--- config.mk ---
export PLATFORM = sky130hd
export DESIGN_NAME = lcg_with_conditioned_params_core
export DESIGN_NICKNAME = d
export VERILOG_FILES = /design/src/lcgc_pkg.sv /design/src/lcgc_ctrl.sv /design/src/lcgc_datapath.sv /design/src/lcg_with_conditioned_params_core.sv
export VERILOG_INCLUDE_DIRS = /design/src /design/src/src
export SDC_FILE = /design/constraint.sdc
export NUM_CORES = 2
export LEC_CHECK = 0
export BUFFER_PORTS_ARGS = -buffer_cell sky130_fd_sc_hd__buf_2
export CAP_MARGIN = 25
export CORE_UTILIZATION = 64
export DETAILED_ROUTE_END_ITERATION = 10
export GPL_TIMING_DRIVEN = 0
export PLACE_DENSITY = 0.92
export SLEW_MARGIN = 0
export SYNTH_ARGS = -nofsm -noshare
export SYNTH_HDL_FRONTEND = slang
export SYNTH_SLANG_ARGS = --single-unit
--- constraint.sdc ---
create_clock -name clk -period 10.9 [get_ports clk]
set_clock_uncertainty 0.05 [all_clocks]
set_input_delay 2.18 -clock clk [delete_from_list [all_inputs] [get_ports clk]]
set_output_delay 2.18 -clock clk [all_outputs]
set_load 0.01 [all_outputs]
--- src/lcg_with_conditioned_params_core_assert.svh ---
// assertion macros shared by the lcg core modules
// expects clk and rst_n to be visible at the point of use
`ifndef LCG_WITH_CONDITIONED_PARAMS_CORE_ASSERT_SVH
`define LCG_WITH_CONDITIONED_PARAMS_CORE_ASSERT_SVH

// same-cycle implication
`define LCGC_ASSERT_IMP(label, ante, cons) \
    label: assert property (@(posedge clk) disable iff (!rst_n) (ante) |-> (cons)) \
        else $error("lcgc: same-cycle check failed");

// next-cycle implication
`define LCGC_ASSERT_NXT(label, ante, cons) \
    label: assert property (@(posedge clk) disable iff (!rst_n) (ante) |=> (cons)) \
        else $error("lcgc: next-cycle check failed");

`endif

--- src/lcgc_pkg.sv ---
// package for the lcg core: widths, codes, reset values and the
// command and status structs between controller and datapath; no dependencies
`default_nettype none

package lcgc_pkg;

    localparam int MOD_W  = 17;
    localparam int RAW_W  = 32;
    localparam int SUM_W  = 48;
    localparam int POS_W  = 16;
    localparam int NUM_W  = 16;
    localparam int CHAR_W = 8;
    localparam int OP_W   = 2;
    localparam int COND_W = MOD_W + 1;
    localparam int PROD_W = 2 * MOD_W;
    localparam int CNT_W  = 6;
    localparam int ADDR_W = 4;
    localparam int DATA_W = 32;

    localparam int STATE_BITS_DEF = 16;

    localparam logic [MOD_W-1:0] MOD_RESET    = 17'd32768;
    localparam logic [RAW_W-1:0] FACTOR_RESET = 32'd36739;
    localparam logic [RAW_W-1:0] INCR_RESET   = 32'd17389;

    localparam int FactorFloor = 4000;
    localparam int IncrFloor   = 3000;

    localparam logic [OP_W-1:0] OP_NEXT = 2'd0;
    localparam logic [OP_W-1:0] OP_LOAD = 2'd1;
    localparam logic [OP_W-1:0] OP_SEED = 2'd2;

    localparam logic [1:0] REG_MODULUS = 2'd0;
    localparam logic [1:0] REG_FACTOR  = 2'd1;
    localparam logic [1:0] REG_INCR    = 2'd2;

    // dividend source for the remainder unit
    typedef enum logic [2:0] {
        SRC_FACTOR = 3'd0,
        SRC_A_COND = 3'd1,
        SRC_INCR   = 3'd2,
        SRC_C_COND = 3'd3,
        SRC_CUR    = 3'd4,
        SRC_PROD   = 3'd5,
        SRC_VALUE  = 3'd6,
        SRC_SEED   = 3'd7
    } src_t;

    typedef enum logic [2:0] {
        DP_NONE   = 3'd0,
        DP_SAVE_A = 3'd1,
        DP_SAVE_C = 3'd2,
        DP_MUL    = 3'd3,
        DP_ADD    = 3'd4,
        DP_FIN    = 3'd5,
        DP_SEED   = 3'd6
    } dp_op_t;

    typedef struct packed {
        logic   capture;
        logic   div_start;
        src_t   src;
        dp_op_t dp_op;
        logic   out_load;
    } cmd_t;

    typedef struct packed {
        logic div_done;
        logic last;
    } stat_t;

endpackage

`default_nettype wire

--- src/lcgc_ctrl.sv ---
// sequencing state machine of the lcg core
// depends on lcgc_pkg and the assertion macro header
`default_nettype none
`include "lcg_with_conditioned_params_core_assert.svh"

module lcgc_ctrl
    import lcgc_pkg::*;
(
    input  wire logic            clk,
    input  wire logic            rst_n,
    input  wire logic            in_valid,
    output logic                 in_ready,
    input  wire logic [OP_W-1:0] op,
    output logic                 out_valid,
    input  wire logic            out_ready,
    input  wire stat_t           stat,
    output cmd_t                 cmd
);

    typedef enum logic [13:0] {
        S_IDLE = 14'b00000000000001,
        S_FA   = 14'b00000000000010,
        S_CA   = 14'b00000000000100,
        S_FI   = 14'b00000000001000,
        S_CI   = 14'b00000000010000,
        S_FX   = 14'b00000000100000,
        S_MUL  = 14'b00000001000000,
        S_PR   = 14'b00000010000000,
        S_ADD  = 14'b00000100000000,
        S_LD   = 14'b00001000000000,
        S_SEED = 14'b00010000000000,
        S_FIN  = 14'b00100000000000,
        S_WAIT = 14'b01000000000000,
        S_OUT  = 14'b10000000000000
    } state_t;

    state_t state_reg, state_next;
    state_t ret_reg, ret_next;
    logic   out_valid_reg, out_valid_next;

    assign in_ready  = (state_reg == S_IDLE);
    assign out_valid = out_valid_reg;

    always_comb
    begin
        state_next    = state_reg;
        ret_next      = ret_reg;
        cmd.capture   = 1'b0;
        cmd.div_start = 1'b0;
        cmd.src       = SRC_FACTOR;
        cmd.dp_op     = DP_NONE;
        cmd.out_load  = 1'b0;
        unique case (state_reg)
            S_IDLE:
            begin
                if (in_valid)
                begin
                    cmd.capture = 1'b1;
                    priority if (op == OP_NEXT)
                        state_next = S_FA;
                    else if (op == OP_LOAD)
                        state_next = S_LD;
                    else if (op == OP_SEED)
                        state_next = S_SEED;
                    else
                        state_next = S_OUT;
                end
            end
            S_FA:
            begin
                cmd.div_start = 1'b1;
                cmd.src       = SRC_FACTOR;
                ret_next      = S_CA;
                state_next    = S_WAIT;
            end
            S_CA:
            begin
                cmd.div_start = 1'b1;
                cmd.src       = SRC_A_COND;
                ret_next      = S_FI;
                state_next    = S_WAIT;
            end
            S_FI:
            begin
                cmd.dp_op     = DP_SAVE_A;
                cmd.div_start = 1'b1;
                cmd.src       = SRC_INCR;
                ret_next      = S_CI;
                state_next    = S_WAIT;
            end
            S_CI:
            begin
                cmd.div_start = 1'b1;
                cmd.src       = SRC_C_COND;
                ret_next      = S_FX;
                state_next    = S_WAIT;
            end
            S_FX:
            begin
                cmd.dp_op     = DP_SAVE_C;
                cmd.div_start = 1'b1;
                cmd.src       = SRC_CUR;
                ret_next      = S_MUL;
                state_next    = S_WAIT;
            end
            S_MUL:
            begin
                cmd.dp_op  = DP_MUL;
                state_next = S_PR;
            end
            S_PR:
            begin
                cmd.div_start = 1'b1;
                cmd.src       = SRC_PROD;
                ret_next      = S_ADD;
                state_next    = S_WAIT;
            end
            S_ADD:
            begin
                cmd.dp_op  = DP_ADD;
                state_next = S_OUT;
            end
            S_LD:
            begin
                cmd.div_start = 1'b1;
                cmd.src       = SRC_VALUE;
                ret_next      = S_FIN;
                state_next    = S_WAIT;
            end
            S_SEED:
            begin
                cmd.dp_op = DP_SEED;
                if (stat.last)
                begin
                    cmd.div_start = 1'b1;
                    cmd.src       = SRC_SEED;
                    ret_next      = S_FIN;
                    state_next    = S_WAIT;
                end
                else
                    state_next = S_OUT;
            end
            S_FIN:
            begin
                cmd.dp_op  = DP_FIN;
                state_next = S_OUT;
            end
            S_WAIT:
            begin
                if (stat.div_done)
                    state_next = ret_reg;
            end
            S_OUT:
            begin
                // hold here only while the previous word is still not taken
                if (!out_valid_reg || out_ready)
                begin
                    cmd.out_load = 1'b1;
                    state_next   = S_IDLE;
                end
            end
            default:
            begin
                state_next = S_IDLE;
            end
        endcase
    end

    always_comb
    begin
        out_valid_next = out_valid_reg;
        if (cmd.out_load)
            out_valid_next = 1'b1;
        else if (out_ready)
            out_valid_next = 1'b0;
    end

    always_ff @(posedge clk or negedge rst_n)
    begin
        if (!rst_n)
        begin
            state_reg     <= S_IDLE;
            ret_reg       <= S_IDLE;
            out_valid_reg <= 1'b0;
        end
        else
        begin
            state_reg     <= state_next;
            ret_reg       <= ret_next;
            out_valid_reg <= out_valid_next;
        end
    end

    `LCGC_ASSERT_NXT(a_accept_leaves_idle, in_valid && in_ready, state_reg != S_IDLE)
    `LCGC_ASSERT_NXT(a_wait_return, (state_reg == S_WAIT) && stat.div_done, state_reg == $past(ret_reg))
    `LCGC_ASSERT_NXT(a_out_load_valid, cmd.out_load, out_valid_reg)

endmodule

`default_nettype wire

--- src/lcgc_datapath.sv ---
// datapath of the lcg core: word capture, bit-serial remainder unit,
// parameter conditioning, multiplier, seed accumulator; depends on lcgc_pkg
`default_nettype none
`include "lcg_with_conditioned_params_core_assert.svh"

module lcgc_datapath
    import lcgc_pkg::*;
#(
    parameter int STATE_BITS = STATE_BITS_DEF
)
(
    input  wire logic              clk,
    input  wire logic              rst_n,
    input  wire cmd_t              cmd,
    output stat_t                  stat,
    input  wire logic [MOD_W-1:0]  modulus,
    input  wire logic [RAW_W-1:0]  factor_raw,
    input  wire logic [RAW_W-1:0]  increment_raw,
    input  wire logic [RAW_W-1:0]  value,
    input  wire logic [CHAR_W-1:0] character,
    input  wire logic              first,
    input  wire logic              last,
    output logic [NUM_W-1:0]       number
);

    localparam int TOP_W = 33;
    localparam logic [TOP_W-1:0] TOP = TOP_W'(1) << STATE_BITS;

    logic [RAW_W-1:0]      value_reg;
    logic [CHAR_W-1:0]     char_reg;
    logic                  first_reg;
    logic                  last_reg;

    logic [STATE_BITS-1:0] current_reg, current_next;
    logic [SUM_W-1:0]      seed_sum_reg;
    logic [POS_W-1:0]      pos_reg;

    logic [SUM_W-1:0]      dvd_reg, dvd_next;
    logic [MOD_W-1:0]      rem_reg, rem_next;
    logic [CNT_W-1:0]      cnt_reg, cnt_next;

    logic [MOD_W-1:0]      a_reg;
    logic [MOD_W-1:0]      c_reg;
    logic [PROD_W-1:0]     prod_reg;
    logic [NUM_W-1:0]      number_reg;

    logic [MOD_W-1:0]      m;
    logic [COND_W-1:0]     m_ext;

    // effective modulus: clamped to 2 .. 2^STATE_BITS
    always_comb
    begin
        priority if (modulus < MOD_W'(2))
            m = MOD_W'(2);
        else if ({{(TOP_W-MOD_W){1'b0}}, modulus} > TOP)
            m = TOP[MOD_W-1:0];
        else
            m = modulus;
    end

    assign m_ext = {1'b0, m};

    // conditioned multiplier from factor_raw mod m held in rem_reg
    logic [1:0]        a_step;
    logic [COND_W-1:0] a_sum, a_red, cond_a;

    always_comb
    begin
        unique case (rem_reg[1:0])
            2'd0: a_step = 2'd1;
            2'd1: a_step = 2'd0;
            2'd2: a_step = 2'd3;
            2'd3: a_step = 2'd2;
        endcase
        a_sum  = {1'b0, rem_reg} + COND_W'(a_step);
        a_red  = (a_sum >= m_ext) ? a_sum - m_ext : a_sum;
        cond_a = (a_red < COND_W'(FactorFloor)) ? a_red + COND_W'(FactorFloor) : a_red;
    end

    // conditioned increment from increment_raw mod m held in rem_reg
    logic [COND_W-1:0] c_sum, c_red, cond_c;

    always_comb
    begin
        c_sum  = {1'b0, rem_reg} + COND_W'(!rem_reg[0]);
        c_red  = (c_sum >= m_ext) ? c_sum - m_ext : c_sum;
        cond_c = (c_red < COND_W'(IncrFloor)) ? c_red + COND_W'(IncrFloor) : c_red;
    end

    // seed accumulation
    logic [CHAR_W-1:0]  mag;
    logic [SUM_W-1:0]   base_sum, sum_new;
    logic [POS_W-1:0]   base_pos, pos_new;
    logic [POS_W:0]     weight;
    logic [POS_W+CHAR_W:0] term;

    always_comb
    begin
        mag      = char_reg[CHAR_W-1] ? (~char_reg + CHAR_W'(1)) : char_reg;
        base_sum = first_reg ? SUM_W'(1) : seed_sum_reg;
        base_pos = first_reg ? '0 : pos_reg;
        weight   = {1'b0, base_pos} + (POS_W+1)'(1);
        term     = {{CHAR_W{1'b0}}, weight} * {{(POS_W+1){1'b0}}, mag};
        sum_new  = base_sum + {{(SUM_W-POS_W-CHAR_W-1){1'b0}}, term};
        pos_new  = (base_pos == '1) ? base_pos : base_pos + POS_W'(1);
    end

    // remainder unit: one dividend bit per cycle, msb first
    logic [COND_W-1:0] rem_shift, rem_red;

    always_comb
    begin
        rem_shift = {rem_reg, dvd_reg[SUM_W-1]};
        rem_red   = (rem_shift >= m_ext) ? rem_shift - m_ext : rem_shift;
        rem_next  = rem_red[MOD_W-1:0];
        dvd_next  = {dvd_reg[SUM_W-2:0], 1'b0};
        cnt_next  = cnt_reg - CNT_W'(1);
    end

    // dividend alignment per source
    logic [SUM_W-1:0] load_dvd;
    logic [CNT_W-1:0] load_cnt;

    always_comb
    begin
        unique case (cmd.src)
            SRC_FACTOR:
            begin
                load_dvd = {factor_raw, {(SUM_W-RAW_W){1'b0}}};
                load_cnt = CNT_W'(RAW_W);
            end
            SRC_A_COND:
            begin
                load_dvd = {cond_a, {(SUM_W-COND_W){1'b0}}};
                load_cnt = CNT_W'(COND_W);
            end
            SRC_INCR:
            begin
                load_dvd = {increment_raw, {(SUM_W-RAW_W){1'b0}}};
                load_cnt = CNT_W'(RAW_W);
            end
            SRC_C_COND:
            begin
                load_dvd = {cond_c, {(SUM_W-COND_W){1'b0}}};
                load_cnt = CNT_W'(COND_W);
            end
            SRC_CUR:
            begin
                load_dvd = {RAW_W'(current_reg), {(SUM_W-RAW_W){1'b0}}};
                load_cnt = CNT_W'(RAW_W);
            end
            SRC_PROD:
            begin
                load_dvd = {prod_reg, {(SUM_W-PROD_W){1'b0}}};
                load_cnt = CNT_W'(PROD_W);
            end
            SRC_VALUE:
            begin
                load_dvd = {value_reg, {(SUM_W-RAW_W){1'b0}}};
                load_cnt = CNT_W'(RAW_W);
            end
            SRC_SEED:
            begin
                load_dvd = sum_new;
                load_cnt = CNT_W'(SUM_W);
            end
        endcase
    end

    // final (product mod m + c) mod m on add; the remainder itself on fin
    logic [COND_W-1:0] fin_sum, fin_red;

    always_comb
    begin
        fin_sum = {1'b0, rem_reg} + {1'b0, c_reg};
        fin_red = (fin_sum >= m_ext) ? fin_sum - m_ext : fin_sum;
        unique case (cmd.dp_op)
            DP_ADD:  current_next = STATE_BITS'(fin_red[MOD_W-1:0]);
            DP_FIN:  current_next = STATE_BITS'(rem_reg);
            default: current_next = current_reg;
        endcase
    end

    always_ff @(posedge clk or negedge rst_n)
    begin
        if (!rst_n)
        begin
            cnt_reg      <= '0;
            current_reg  <= '0;
            seed_sum_reg <= SUM_W'(1);
            pos_reg      <= '0;
        end
        else
        begin
            if (cmd.div_start)
                cnt_reg <= load_cnt;
            else if (cnt_reg != '0)
                cnt_reg <= cnt_next;
            current_reg <= current_next;
            if (cmd.dp_op == DP_SEED)
            begin
                if (last_reg)
                begin
                    seed_sum_reg <= SUM_W'(1);
                    pos_reg      <= '0;
                end
                else
                begin
                    seed_sum_reg <= sum_new;
                    pos_reg      <= pos_new;
                end
            end
        end
    end

    always_ff @(posedge clk)
    begin
        if (cmd.capture)
        begin
            value_reg <= value;
            char_reg  <= character;
            first_reg <= first;
            last_reg  <= last;
        end
        if (cmd.div_start)
        begin
            dvd_reg <= load_dvd;
            rem_reg <= '0;
        end
        else if (cnt_reg != '0)
        begin
            dvd_reg <= dvd_next;
            rem_reg <= rem_next;
        end
        if (cmd.dp_op == DP_SAVE_A)
            a_reg <= rem_reg;
        if (cmd.dp_op == DP_SAVE_C)
            c_reg <= rem_reg;
        if (cmd.dp_op == DP_MUL)
            prod_reg <= a_reg * rem_reg;
        if (cmd.out_load)
            number_reg <= NUM_W'(current_reg);
    end

    assign number        = number_reg;
    assign stat.div_done = (cnt_reg == '0);
    assign stat.last     = last_reg;

    `LCGC_ASSERT_IMP(a_div_start_idle, cmd.div_start, cnt_reg == '0)
    `LCGC_ASSERT_NXT(a_div_count, (cnt_reg != '0) && !cmd.div_start, cnt_reg == $past(cnt_reg) - CNT_W'(1))
    `LCGC_ASSERT_NXT(a_seed_restart, (cmd.dp_op == DP_SEED) && last_reg, (seed_sum_reg == SUM_W'(1)) && (pos_reg == '0))

endmodule

`default_nettype wire

--- src/lcg_with_conditioned_params_core.sv ---
// lcg core top: apb register file, controller and datapath; depends on lcgc_pkg
// a next number runs six serial remainders of 32, 18, 32, 18, 32 and 34
// dividend bits, a load one of 32 bits, a last seed char one of 48 bits
// one word in flight; the next is taken once the last is in the output register
// rst_n asynchronous: state 0, seed sum 1, position 0, registers to reset values
`default_nettype none

module lcg_with_conditioned_params_core
    import lcgc_pkg::*;
#(
    parameter int STATE_BITS = STATE_BITS_DEF
)
(
    input  wire logic              clk,
    input  wire logic              rst_n,
    input  wire logic              psel,
    input  wire logic              penable,
    input  wire logic              pwrite,
    input  wire logic [ADDR_W-1:0] paddr,
    input  wire logic [DATA_W-1:0] pwdata,
    output logic [DATA_W-1:0]      prdata,
    output logic                   pready,
    input  wire logic              in_valid,
    output logic                   in_ready,
    input  wire logic [OP_W-1:0]   op,
    input  wire logic [RAW_W-1:0]  value,
    input  wire logic [CHAR_W-1:0] character,
    input  wire logic              first,
    input  wire logic              last,
    output logic                   out_valid,
    input  wire logic              out_ready,
    output logic [NUM_W-1:0]       number
);

    logic [MOD_W-1:0] modulus_reg;
    logic [RAW_W-1:0] factor_reg;
    logic [RAW_W-1:0] incr_reg;
    logic [1:0]       reg_idx;
    logic             wr_en;

    cmd_t  cmd;
    stat_t stat;

    assign pready  = 1'b1;
    assign reg_idx = paddr[3:2];
    assign wr_en   = psel && penable && pwrite && pready;

    always_ff @(posedge clk or negedge rst_n)
    begin
        if (!rst_n)
        begin
            modulus_reg <= MOD_RESET;
            factor_reg  <= FACTOR_RESET;
            incr_reg    <= INCR_RESET;
        end
        else if (wr_en)
        begin
            unique case (reg_idx)
                REG_MODULUS: modulus_reg <= pwdata[MOD_W-1:0];
                REG_FACTOR:  factor_reg  <= pwdata;
                REG_INCR:    incr_reg    <= pwdata;
                default:     ;
            endcase
        end
    end

    always_comb
    begin
        unique case (reg_idx)
            REG_MODULUS: prdata = {{(DATA_W-MOD_W){1'b0}}, modulus_reg};
            REG_FACTOR:  prdata = factor_reg;
            REG_INCR:    prdata = incr_reg;
            default:     prdata = '0;
        endcase
    end

    lcgc_ctrl u_ctrl (
        .clk       (clk),
        .rst_n     (rst_n),
        .in_valid  (in_valid),
        .in_ready  (in_ready),
        .op        (op),
        .out_valid (out_valid),
        .out_ready (out_ready),
        .stat      (stat),
        .cmd       (cmd)
    );

    lcgc_datapath #(
        .STATE_BITS (STATE_BITS)
    ) u_datapath (
        .clk           (clk),
        .rst_n         (rst_n),
        .cmd           (cmd),
        .stat          (stat),
        .modulus       (modulus_reg),
        .factor_raw    (factor_reg),
        .increment_raw (incr_reg),
        .value         (value),
        .character     (character),
        .first         (first),
        .last          (last),
        .number        (number)
    );

endmodule

`default_nettype wire

Word level (Yosys, flattened, before mapping)
Index checks and enable logic that the tools add are counted.
- register bits: 387
- logic and storage cells: 150
- bits of input ports: 87
- output and inout bits: 51
- reductions and logical operators: 24
- eq/ne operators: 39
- bitwise logic cells: 1
- add/subtract/negate cells: 14
- order comparisons: 8
- multipliers: 2
- muxes and demuxes: 42
- operators by type and width (cell ; number):
    case mux 48 bit (8 select lines) ; 1
    2-to-1 mux 48 bit ; 4
    2-to-1 mux 14 bit ; 8
    case mux 14 bit (8 select lines) ; 1
    case mux 14 bit (7 select lines) ; 1
    case mux 32 bit (3 select lines) ; 1
    >= comparator 18 x 17 -> 1 bit ; 4
    2-to-1 mux 18 bit ; 4
    2-to-1 mux 16 bit ; 4
    2-to-1 mux 17 bit ; 3
    adder 48 x 25 -> 48 bit ; 1
    adder 18 x 12 -> 18 bit, second input constant ; 2
    less-than comparator 18 x 12 -> 1 bit, second input constant ; 2
    subtractor 18 x 17 -> 18 bit ; 2
    multiplier 17 x 17 -> 34 bit ; 1
    case mux 16 bit (2 select lines) ; 1
    case mux 4 bit (8 select lines) ; 1
    multiplier 17 x 8 -> 25 bit ; 1
    case mux 6 bit (4 select lines) ; 1
    == test 3 bit, second input constant ; 7
    adder 17 x 1 -> 18 bit ; 1
    adder 17 x 17 -> 18 bit ; 1
    adder 17 x 2 -> 18 bit ; 1
    case mux 3 bit (6 select lines) ; 1
    other kinds (49) ; 76

Logic depth before layout (Yosys ltp)
- depth in word-level cells: 9
- mapped depth: 33
- gate-level depth less buffers: 29

By module
From an unflattened synthesis, not the netlist that was laid out.
- cell total of the unflattened synthesis: 4063
- area total of the unflattened synthesis: 37766.2 um2
- by module, submodules not included (module ; sequential area each (um2) ; cells each ; area each (um2) ; times used):
    lcgc_datapath ; 7718.7 ; 3667 ; 32595.0 ; 1
    lcg_with_conditioned_params_core ; 2049.5 ; 253 ; 3752.3 ; 1
    lcgc_ctrl ; 578.1 ; 143 ; 1418.9 ; 1

Worst setup path after synthesis
Ideal clock, no wire load.
- kind: reg-to-reg
- start: register u_datapath.first_reg
- end: register u_datapath.dvd_reg[45] (data pin)
- setup time: 0.260 ns
- data arrival time: 7.298 ns
- slack: 3.293 ns
- data required time: 10.590 ns
- path buffers: 5
- stages on the path, launching flop included: 33
- period minus slack after synthesis: 7.607 ns
- cells stage by stage: edfxtp_1 > clkbuf_1 > clkbuf_1 > clkbuf_1 > clkbuf_1 > nor2b_1 > ha_1 > nand4b_1 > nor3_1 > nand2_1 > xor2_1 > or2_2 > clkbuf_1 > nand2b_1 > fa_1 > inv_1 > fa_1 > fa_1 > inv_1 > fa_1 > inv_1 > ha_1 > a21o_1 > a21o_1 > a21o_1 > o21ai_1 > a211oi_1 > o31ai_2 > and3b_1 > and3_1 > xnor2_1 > a211oi_1 > nor3_1
- cells in the longest elaborated chain, start to end: 6
- elaborated cells on any way between the ends: 7
- classes of those cells: add/sub (2); mul (1); mux (4)
- ends and longest elaborated chain (what ; RTL line ; text):
    start, declared ; lcgc_datapath.sv:31 ; logic first_reg;
    start signal, assigned ; lcgc_datapath.sv:222 ; first_reg <= first;
    2-to-1 mux 16 bit ; lcgc_datapath.sv:101 ; base_pos = first_reg ? '0 : pos_reg;
    adder 16 x 1 -> 17 bit ; lcgc_datapath.sv:102 ; weight = {1'b0, base_pos} + (POS_W+1)'(1);
    multiplier 17 x 8 -> 25 bit ; lcgc_datapath.sv:103 ; term = {{CHAR_W{1'b0}}, weight} * {{(POS_W+1){1'b0}}, mag};
    adder 48 x 25 -> 48 bit (*) ; lcgc_datapath.sv:104 ; sum_new = base_sum + {{(SUM_W-POS_W-CHAR_W-1){1'b0}}, term};
    case mux 48 bit (8 select lines) (*) ; lcgc_datapath.sv:126 ; unique case (cmd.src)
    2-to-1 mux 48 bit (*) ; lcgc_datapath.sv:225 ; if (cmd.div_start)
    end signal, assigned ; lcgc_datapath.sv:227 ; dvd_reg <= load_dvd;
    end signal, assigned ; lcgc_datapath.sv:232 ; dvd_reg <= dvd_next;
    end, declared ; lcgc_datapath.sv:38 ; logic [SUM_W-1:0] dvd_reg, dvd_next;
Every way passes the cells marked *; elsewhere a longest branch is shown, timed or not.
A chain may end at the register's enable or synchronous reset.

Final worst setup path
- start: register u_datapath.first_reg
- end: register u_datapath.dvd_reg[31] (data pin)
Same word-level chain as after synthesis.

==> summary.md <==
| Metric | Value |
|---|---|
| Register area share after synthesis | `0.2795` |
| EDFF count, synth | `174` |
| Cells after DPL | `4799` |
| Fin nets | `4771` |
| Setup_tns | `0 ps` |
| Max cap viols | `0` |
| Failing checks | `DRC` |
| Initial Utilization | `0.6515` |
| Largest family of logic cells by synthesized area | `adder cells` |
| Delay of the slowest critical-path stage | `660 ps` |
| Max stage delay cell, worst path | `edfxtp_1` |
| Register area | `0.01035 sq mm` |
| P&R area growth vs syn | `8.967%` |
| CP endpoint kind | `flop` |
| Routability cong. | `1.040` |
| Final setup viols | `0` |
| #FFs+latches synth | `381` |
| Post-Synth XOR/XNOR Area | `0.04299` |
| WL/cell | `24.65 microns` |
| Type of the worst setup path | `reg2reg` |
| GRT Overall Usage | `0.4123` |
| # clock sinks | `381` |
| Die H | `242.5 microns` |
| Post-detail-place hpwl | `93.05 mm` |
| Max_slew headroom | `0.2696` |
| Slew Limit Fails | `0` |
| Post-synthesis instance area | `0.03702 sq mm` |
| Worst-Skew Late Latency | `610 ps` |
| Area taken by multi-input logic gates | `0.02421 sq mm` |
| Post-route insts no fill | `4888` |
| Drt via density | `6.598` |
| Port Buf Inserts | `134` |
| Fmax | `95.30 MHz` |
| Vias in the first global route | `32.32k` |
| WP data arrival | `10770 ps` |
| Synth Area in Compound Gates | `0.1335` |
| Crit-path max FO | `10` |
| Largest net degree at the start of global routing | `108` |
| Post-route DRC violation count | `2` |
| Synth Instances | `3899` |
| First-pass GRT wire length | `185.1 mm` |
| CP required | `11180 ps` |
| Slew @ Worst Pin | `1096 ps` |
| DP Area | `0.03879 sq mm` |
| Final instance area | `0.04034 sq mm` |
| Simple-gate share of the synthesized area | `0.1651` |
| Gr ovfl total | `0` |
| Average size of a mapped cell | `9.494 sq um` |
| Hold Fails Final Rpt | `0` |
| CORE AREA | `0.05682 sq mm` |
| Reg clk slew, reported paths | `70 ps` |
| CTS-repair resized insts | `0` |
| Antenna Nets Post-Route | `0` |
| RSZ-0062 raised after global routing | `no` |
| Die W | `242.5 microns` |
| Clock buffer depth | `3` |
| Hold Path Class | `reg2reg` |
| Die footprint | `0.05881 sq mm` |
| CTS Buf Count | `43` |
| Rows | `87` |
| Share of post-route cells with drive strength above 1 | `0.1042` |
| Vias | `32.25k` |
| Final Cycle Share | `0.9627` |
| H-Tree Level Count | `2` |
| Synth unique cells | `112` |
| Type of origin of the critical path | `flop` |
| Outcome | `complete, but fails checks` |
| Multiplexer share of the synthesized area | `0.04255` |
| Initial DRT Pass Iterations | `11` |
| Post-CTS setup repair buffer count | `0` |
| Clock root buffer | `clkbuf_16` |
| TritonCTS clock tree | `done` |
| Initial antenna violation count | `2` |
| CP dominant cell by count | `clkbuf_1` |
| WL final | `120.5 mm` |
| Top_reg_cell synth | `edfxtp_1` |
| Fraction of the mapped netlist area in adder cells | `0.2695` |
| Yosys Warn Count | `0` |
| IO Pins | `138` |
| Fillers | `3975` |
| Hold Buf Count CTS | `0` |
| Syn_nets | `4578` |
| Tmin final | `10490 ps` |
| Async S/R FF share, synth | `0.4987` |
| Initial drt markers | `4710` |
[cell type report]
cell class              instances  share of cell area
clock buffers                  51             0.02844
inverters                     460             0.04281
plain buffers                 187             0.01855
well taps                     756             0.02345
flip-flops and latches        381              0.2565
diodes                          6           0.0003722
clock inverters                28            0.008747
multi-input cells            2871              0.6001
repair buffers                148             0.02100
[worst paths after layout]
kind                                       from                    endpoint  slack (ps)  depth (start not counted)
hold reg to reg               u_ctrl.ret_reg[3]           u_ctrl.ret_reg[3]         420                          2
hold / removal                u_ctrl.ret_reg[3]           u_ctrl.ret_reg[3]         420                          2
setup / recovery           u_datapath.first_reg      u_datapath.dvd_reg[31]         410                         32
max in group asynchronous                 rst_n  u_datapath.seed_sum_reg[0]        8240                          2
min in group asynchronous                 rst_n               factor_reg[5]        1570                          1
setup reg to reg           u_datapath.first_reg      u_datapath.dvd_reg[31]         410                         32
[metrics by stage]
step	utilization	worst slack (ps)	hold slack (ps)
finish	0.7099	406.4	422.6
global route	0.7096	172.5	443.7
CTS	0.7091	935.8	422.1
detailed placement	0.6827	985.5	406.8
global placement	0.6799	953.3	401.8
floorplan	-	3293	388.7
[cells in the mapped netlist, types with 22 or more instances]
cell type,count,area share
dfrtp_1,169,0.11
a21oi_1,141,0.019
clkbuf_1,150,0.015
o21ai_0,163,0.022
mux2_2,86,0.026
fa_1,342,0.18
and3_1,22,0.0037
a22o_1,24,0.0057
or2_2,22,0.0037
nand2_1,444,0.045
nor2b_1,39,0.0066
inv_1,459,0.047
nand2b_1,74,0.013
and2_1,114,0.019
xnor2_1,104,0.025
ha_1,250,0.084
xor2_1,74,0.018
o31ai_1,24,0.0049
nor3_1,62,0.0084
nand4_1,29,0.0049
a222oi_1,32,0.0087
a211oi_1,46,0.0093
nand3_1,75,0.010
mux2i_1,58,0.016
a21o_1,78,0.016
nor2_1,239,0.024
or3_1,36,0.0061
edfxtp_1,174,0.14
[metal layers]
| metal | part of all wire | GRT usage | up-vias |
|---|---|---|---|
| li1 | - | - | 13660 |
| met1 | 0.36 | 0.5392 | 15480 |
| met2 | 0.42 | 0.5895 | 2608 |
| met3 | 0.16 | 0.1525 | 512 |
| met4 | 0.064 | 0.2323 | 0 |
| met5 | 0 | 0.003268 | - |
[worst max-delay path, delay by kind of cell, from the launching register on]
family | cells | cell delay, ps
simple gates | 8 | 1150
fa+ha+maj | 6 | 2660
flops | 1 | 660
buf+inv | 10 | 2990
xor+xnor | 2 | 350
compound gates | 6 | 2370
[cells in the final DEF, fill, tap and decap left out, drive strengths merged, types with 23 or more instances in the layout]
cell | Yosys | final
edfxtp | 174 | 174
and3 | 23 | 23
or2 | 24 | 24
nor2 | 241 | 241
nor3 | 65 | 65
buf | 37 | 182
ha | 250 | 250
or3 | 36 | 36
o21ai | 169 | 169
xnor2 | 106 | 106
nand2b | 74 | 74
nor2b | 39 | 39
o31ai | 26 | 26
a22o | 24 | 24
a211oi | 48 | 48
a21oi | 144 | 144
fa | 342 | 342
nand3 | 79 | 79
nor4 | 23 | 23
clkbuf | 150 | 204
nand2 | 446 | 446
dfrtp | 169 | 169
nand4 | 30 | 30
inv | 459 | 463
xor2 | 74 | 74
mux2 | 88 | 88
a222oi | 32 | 32
and2 | 116 | 116
mux2i | 58 | 58
a21o | 79 | 79
[cells by family (layout without fill, tap and decap cells)]
family / count (synthesis) / after routing
and+or+nand+nor: 1239 / 1239
AOI/OAI and AO/OA: 713 / 713
buffers and inverters: 647 / 874
adders and majority gates: 592 / 592
DFF: 381 / 381
xor gates and xnor gates: 180 / 180
muxes: 146 / 146
other: 1 / 7
Power is left out: the tool's default activity adds up to more than one toggle a clock period on the data nets, which glitch-free logic cannot reach.
